### config.mk
export PLATFORM = sky130hd
export DESIGN_NAME = msq_ctrl
export DESIGN_NICKNAME = d
export VERILOG_FILES = /design/src/rtl/msq_pkg.sv /design/src/rtl/msq_ctrl.sv
export SDC_FILE = /design/constraint.sdc
export NUM_CORES = 1
export LEC_CHECK = 0
export ABC_AREA = 1
export BUFFER_PORTS_ARGS = -buffer_cell sky130_fd_sc_hd__buf_2
export CAP_MARGIN = 10
export CORE_AREA = 10 10 47 49
export DETAILED_ROUTE_END_ITERATION = 16
export DIE_AREA = 0 0 57 59
export GPL_ROUTABILITY_DRIVEN = 1
export GPL_TIMING_DRIVEN = 0
export PLACE_DENSITY = 0.5
export SLEW_MARGIN = 20
export SYNTH_ARGS = -nofsm -noshare
export SYNTH_HDL_FRONTEND = slang
export SYNTH_SLANG_ARGS = --single-unit
### constraint.sdc
create_clock -name clk_i -period 1.1 [get_ports clk_i]
set_input_delay 0.165 -clock clk_i [delete_from_list [all_inputs] [get_ports clk_i]]
set_output_delay 0.165 -clock clk_i [all_outputs]
set_load 0.1 [all_outputs]
### src/rtl/msq_pkg.sv
package msq_pkg;
  localparam int unsigned Servers    = 16;
  localparam int unsigned QueueDepth = 1024;
  localparam int unsigned TimeBits   = 48;
  localparam int unsigned SrvW       = $clog2(Servers);
  localparam int unsigned QAddrW     = $clog2(QueueDepth);
  localparam int unsigned QCntW      = $clog2(QueueDepth + 1);
  localparam int unsigned CfgIdxW    = 1;
  localparam int unsigned CfgDataW   = 5;
  localparam logic [TimeBits-1:0] TMax = '1;

  localparam logic [CfgIdxW-1:0] CfgDelayMode = 1'b0;
  localparam logic [CfgIdxW-1:0] CfgServers   = 1'b1;

  typedef enum logic [1:0] {
    OutServed   = 2'd0,
    OutBlocked  = 2'd1,
    OutQueued   = 2'd2,
    OutOverflow = 2'd3
  } outcome_e;

  typedef enum logic [2:0] {
    StIdle,
    StScan,
    StDecide,
    StAreaMul,
    StDeqRead,
    StDeqApply,
    StArrive,
    StFinish
  } state_e;

  typedef struct packed {
    logic [31:0] interarrival;
    logic [31:0] service_time;
  } req_t;

  typedef struct packed {
    logic [1:0]  outcome;
    logic [3:0]  server_index;
    logic [47:0] arrival_time;
    logic [10:0] queue_length;
    logic [31:0] arrival_count;
    logic [31:0] served_count;
    logic [31:0] blocked_count;
    logic [31:0] waited_count;
    logic [63:0] total_wait;
    logic [63:0] busy_area;
  } rsp_t;

  // controller -> datapath
  typedef struct packed {
    logic load;       // latch request, compute arrival time
    logic scan_clr;   // restart departure scan
    logic scan_step;  // examine one server
    logic area_mul;   // register busy x elapsed product
    logic area_add;   // fold product into area, advance event time
    logic retire;     // retire found departure (no queued call to start)
    logic deq_apply;  // restart server with queue head
    logic arrive;     // place the arrival
    logic finish;     // emit the result
  } cmd_t;

  // datapath -> controller
  typedef struct packed {
    logic scan_done;
    logic dep_due;    // earliest departure lies before arrival
    logic dequeue;    // due departure serves the queue head
  } sts_t;

  function automatic logic [TimeBits-1:0] tadd(logic [TimeBits-1:0] a, logic [31:0] b);
    logic [TimeBits:0] s;
    s = {1'b0, a} + {{(TimeBits - 31){1'b0}}, b};
    return s[TimeBits] ? TMax : s[TimeBits-1:0];
  endfunction

  function automatic logic [63:0] add64(logic [63:0] a, logic [63:0] b);
    logic [64:0] s;
    s = {1'b0, a} + {1'b0, b};
    return s[64] ? '1 : s[63:0];
  endfunction

  function automatic logic [31:0] inc32(logic [31:0] c);
    return (&c) ? c : c + 32'd1;
  endfunction
endpackage

### src/rtl/msq_ctrl.sv
module msq_ctrl import msq_pkg::*; (
  input  logic clk_i,
  input  logic rst_ni,
  input  logic start_i,
  input  sts_t sts_i,
  output cmd_t cmd_o,
  output logic busy_o
);
  state_e state_q, state_d;

  always_ff @(posedge clk_i or negedge rst_ni) begin
    if (!rst_ni) state_q <= StIdle;
    else         state_q <= state_d;
  end

  always_comb begin
    state_d = state_q;
    cmd_o   = '0;
    busy_o  = (state_q != StIdle);
    unique case (state_q)
      StIdle: begin
        if (start_i) begin
          cmd_o.load     = 1'b1;
          cmd_o.scan_clr = 1'b1;
          state_d        = StScan;
        end
      end
      StScan: begin
        cmd_o.scan_step = 1'b1;
        if (sts_i.scan_done) state_d = StDecide;
      end
      StDecide: begin
        state_d = StAreaMul;
      end
      StAreaMul: begin
        cmd_o.area_mul = 1'b1;
        state_d        = StDeqRead;
      end
      StDeqRead: begin
        // apply area for this event (departure or the arrival itself)
        cmd_o.area_add = 1'b1;
        if (!sts_i.dep_due) begin
          state_d = StArrive;
        end else if (sts_i.dequeue) begin
          state_d = StDeqApply;
        end else begin
          cmd_o.retire   = 1'b1;
          cmd_o.scan_clr = 1'b1;
          state_d        = StScan;
        end
      end
      StDeqApply: begin
        cmd_o.deq_apply = 1'b1;
        cmd_o.scan_clr  = 1'b1;
        state_d         = StScan;
      end
      StArrive: begin
        cmd_o.arrive = 1'b1;
        state_d      = StFinish;
      end
      StFinish: begin
        cmd_o.finish = 1'b1;
        state_d      = StIdle;
      end
      default: state_d = StIdle;
    endcase
  end
endmodule

---- Word-level counts from Yosys, hierarchy flattened ----
Cells that the tools add are included.
storage, ports and cells
  output and inout bits ................... 10
  input port bits ......................... 6
  word-level logic and storage cells ...... 29
  memories ................................ 0
  bits in writable memories ............... 0
  register bits after elaboration ......... 3
  ROM bits ................................ 0
  bits in latches ......................... 0
cells by class
  shift-type cells ........................ 0
  bitwise gates (word level) .............. 0
  reduce and logical (&&, ||, !) cells .... 3
  mux-type cells .......................... 16
  div/mod/pow operators ................... 0
  add/subtract/negate cells ............... 0
  equality and inequality tests ........... 9
  $lt $le $gt $ge ......................... 0
  multiply operators ...................... 0
operators with widths
  operator                                                          number
  3-bit case mux with 8 select lines                                1
  3-bit == test (second input constant)                             4
  3-bit 2-to-1 mux                                                  4
  1-bit 2-to-1 mux                                                  8
  3-bit by 2-bit == test with 1-bit output (second input constant)  2
  2-bit 2-to-1 mux                                                  2
  2-bit != test (second input constant)                             2
  3-bit by 1-bit == test with 1-bit output (second input constant)  1
  3-bit zero test                                                   1
  1-bit case mux with 3 select lines                                1
  3-bit nonzero test                                                1
  2-bit AND reduction                                               1

---- Longest topological paths before layout ----
  depth after elaboration ................. 3
  gate-level depth with buffers ........... 7
  gate-level depth less buffers ........... 7

---- Worst setup path before layout ----
Ideal clock, no wire load.
  kind .................................... reg2out
  from .................................... register state_q[1]
  to ...................................... output port cmd_o[7] (netlist name)
  buffers on the path ..................... 0
  slack ................................... -1.970 ns
  arrival ................................. 2.905 ns
  data required time ...................... 0.935 ns
  stages on the path, launching flop included .. 4
  cell sequence ........................... dfrtp_1 > nor2_1 > nand2_1 > o211ai_1
RTL lines
  item                    RTL line        RTL
  start, declared         msq_ctrl.sv:9   state_e state_q, state_d;
  start signal, assigned  msq_ctrl.sv:12  if (!rst_ni) state_q <= StIdle;
  start signal, assigned  msq_ctrl.sv:13  else state_q <= state_d;
  end, declared           msq_ctrl.sv:6   output cmd_t cmd_o,

==> results.toml <==
[timing]
max_freq_mhz = 653
layout_worst_path_cycle_share_pct = 139
worst-slew-pin-transition_ns = 0.203
hold_viol = 0
setup_viol_count_final = 12
fin_crit_ns = 1.53
drv_slew = 0
rsz0062_at_grt = "yes"
final_critical_path_setup_slack_ns = -0.431
slew_headroom_pct = 86.5
clock_skew_ns = 0.000878

[cells_and_area]
antenna_cells_inserted = 0
commonest_cells_after_routing_fill_and_taps_aside = "sky130_fd_sc_hd__nand2_1 (12), sky130_fd_sc_hd__buf_12 (6), sky130_fd_sc_hd__buf_6 (6), sky130_fd_sc_hd__buf_4 (6)"
fillerInstances = 148
fin_nets = 82
layout.cells.most_common = "sky130_fd_sc_hd__nand2_1"
synthesis_to_finish_area_growth_pct = 150
final_core_utilization_pct = 47.3
registers.top_by_ff_count = "state_q"
reg.largest.list = "state_q (3)"
post_route_cells_drive_above_1_share_pct = 61.3
largest_register_ffs = 3

[route]
routed_via_density = 4.01
routed_wl_um = 936
drt_first_pass_iters = 4
drtAntennaViolNets = 0
detail_route.wl_per_cell_um = 10.3
detailroute.via_count = 365
drt_iter0_markers = 6
route.detailed.drc = 0

[yosys]
synthSimpleGateAreaFrac_pct = 48.1
synthXorXnorAreaFrac_pct = 0
synth_compound_area_share_pct = 6.60
synth-adder-area-share_pct = 0
yosysUniqueCellTypes = 12
yosysSeqAreaShare_pct = 28.3
synthMuxAreaShare_pct = 0
synth_area_per_cell_um2 = 5.64
net_count_synth = 53
synthesis.instances = 47
synthDominantCellAreaShare_pct = 28.3
yosysTopAreaCell = "sky130_fd_sc_hd__dfrtp_1"
synth_top_family_by_area = "simple AND/OR/NAND/NOR gates"
yosysWarningCount = 0
mappedNetlistArea_um2 = 265
synth.area.top_cells = "sky130_fd_sc_hd__dfrtp_1 (28%), sky130_fd_sc_hd__nand2_1 (23%), sky130_fd_sc_hd__inv_1 (14%), sky130_fd_sc_hd__nor2_1 (8.5%), sky130_fd_sc_hd__nand3_1 (5.7%)"
synth-seq-cells = 3

[floorplanning]
die_width_um = 57
core_mm2 = 0.00140
floorplan.rows = 14
ioPinCount = 16
die-area_mm2 = 0.00336
die_height_um = 59
start_util_pct = 18.9

[global_route]
grt-ovfl-total = 0
grt_first_pass_wirelength_um = 1580
grt_usage_pct = 5.75
grt_pass1_vias = 385
grt_start_max_net_pins = 7
grt_antenna_before_repair = 0

[critical_path]
crit_chain = "nor2_4 -> nand2_8 -> o211ai_1 -> buf_6"
rr_endpoint = "state_q[0]$_DFFE_PN0P_"
critical_path.max_fanout = 6
regToRegSetupSlack_ns = -0.05
highest_delay_cell_along_the_critical_path = "sky130_fd_sc_hd__dfrtp_2"
timing.critical_path.slowest_cell_delay_ns = 0.46
worst_ep_required_time_ns = 0.94
critical_path.endpoint = "cmd_o[7]"
crit_arrival_ns = 1.37
cp-start-kind = "flop"
rr_startpoint = "state_q[1]$_DFFE_PN0P_"
path_depth_of_the_worst_reg2reg_path = 8
timing.critical_path.from = "state_q[1]$_DFFE_PN0P_"
worstSetupPathType = "reg2out"
kind_of_end_point_of_the_critical_path = "primary output"

[place]
place_congestion = 0.744
port-buffer-count = 15
detailedPlacementHpwl_um = 663

[outcome]
violated_checks = "setup timing"
run_status = "finished, violations left"

[clock_tree]
htree_num_levels = 1
clk_root_buffer_cell = "sky130_fd_sc_hd__clkbuf_4"
tritoncts.num_buffers = 3
worstSkewPairLatency_ns = 0.23
cts.sinks = 3
tritoncts = "yes"
cts-root-to-sink-buffers = 2
clk_transition_reported_paths_ns = 0.03

[min_path]
worstHoldPathCells = 4
worstHoldPathType = "in2reg"

[flow_run]
timing.max_cap.violations = 0
==> critical path: cells and delay by family (launching register included) <==
family	cells	cell delay (ns)
buffers and inverters	1	0.25
AND/OR/NAND/NOR	2	0.23
flip-flops	1	0.46
AO/OA/AOI/OAI	1	0.20
==> worst min-delay path by stage <==
stage / startpoint / to
2_1_floorplan: rst_ni / state_q[0]$_DFFE_PN0P_
3_3_place_gp: rst_ni / state_q[0]$_DFFE_PN0P_
3_5_place_dp: rst_ni / state_q[0]$_DFFE_PN0P_
4_1_cts: sts_i[2] / state_q[0]$_DFFE_PN0P_
5_1_grt: sts_i[2] / state_q[0]$_DFFE_PN0P_
6_report: sts_i[2] / state_q[0]$_DFFE_PN0P_
==> per-stage QoR <==
stage          worst slack [ns]  instances  TNS (ns)  cell area [um^2]  hold slack (ns)
2_1_floorplan             -1.36         47     -6.77               313           -0.131
3_3_place_gp             -0.507         78     -3.03               408          -0.0372
3_5_place_dp             -0.509         78     -2.97               408          -0.0368
4_1_cts                  -0.456         88     -3.38               604            0.199
5_1_grt                  -0.496         91     -4.16               663            0.205
6_report                 -0.431         91     -3.36               663            0.203
==> cell type report <==
type / instances / area [um^2] / area share, %
Clock buffer: 4 / 26.3 / 3.96
Inverter: 12 / 67.6 / 10.2
Multi-Input combinational cell: 32 / 203 / 30.6
Sequential cell: 3 / 78.8 / 11.9
Tap cell: 16 / 20.0 / 3.02
Timing Repair Buffer: 24 / 268 / 40.4
==> kinds of logic after synthesis <==
family / Yosys count
AO/OA/AOI/OAI: 3
AND/OR/NAND/NOR: 29
flip-flops: 3
buffers and inverters: 12
==> cells in the mapped netlist <==
| library cell | number |
|---|---|
| sky130_fd_sc_hd__nand3b_1 | 1 |
| sky130_fd_sc_hd__o21ai_0 | 1 |
| sky130_fd_sc_hd__nor2_1 | 6 |
| sky130_fd_sc_hd__inv_1 | 10 |
| sky130_fd_sc_hd__o211ai_1 | 1 |
| sky130_fd_sc_hd__inv_2 | 2 |
| sky130_fd_sc_hd__nor2_2 | 2 |
| sky130_fd_sc_hd__nand3_2 | 1 |
| sky130_fd_sc_hd__dfrtp_1 | 3 |
| sky130_fd_sc_hd__a21oi_1 | 1 |
| sky130_fd_sc_hd__nand2_1 | 16 |
| sky130_fd_sc_hd__nand3_1 | 3 |
==> routing by layer <==
metal	up-vias	track usage, %	part of all wire, %
li1	195	-	-
met1	161	5.48	37
met2	9	9.61	55
met3	0	3.43	7.3
met4	0	3.02	0
met5	-	0	0
==> repair_timing <==
item	4_1_cts	5_1_grt
hold buffers	1	0
pin swaps	2	2
endpoints found under the setup margin	11	13
endpoints found under the hold margin	3	0
gates resized for setup	36	10
setup buffers	5	3
Power is not shown: default switching activity piles up to over one toggle a cycle in this logic, so the estimate is an artifact.
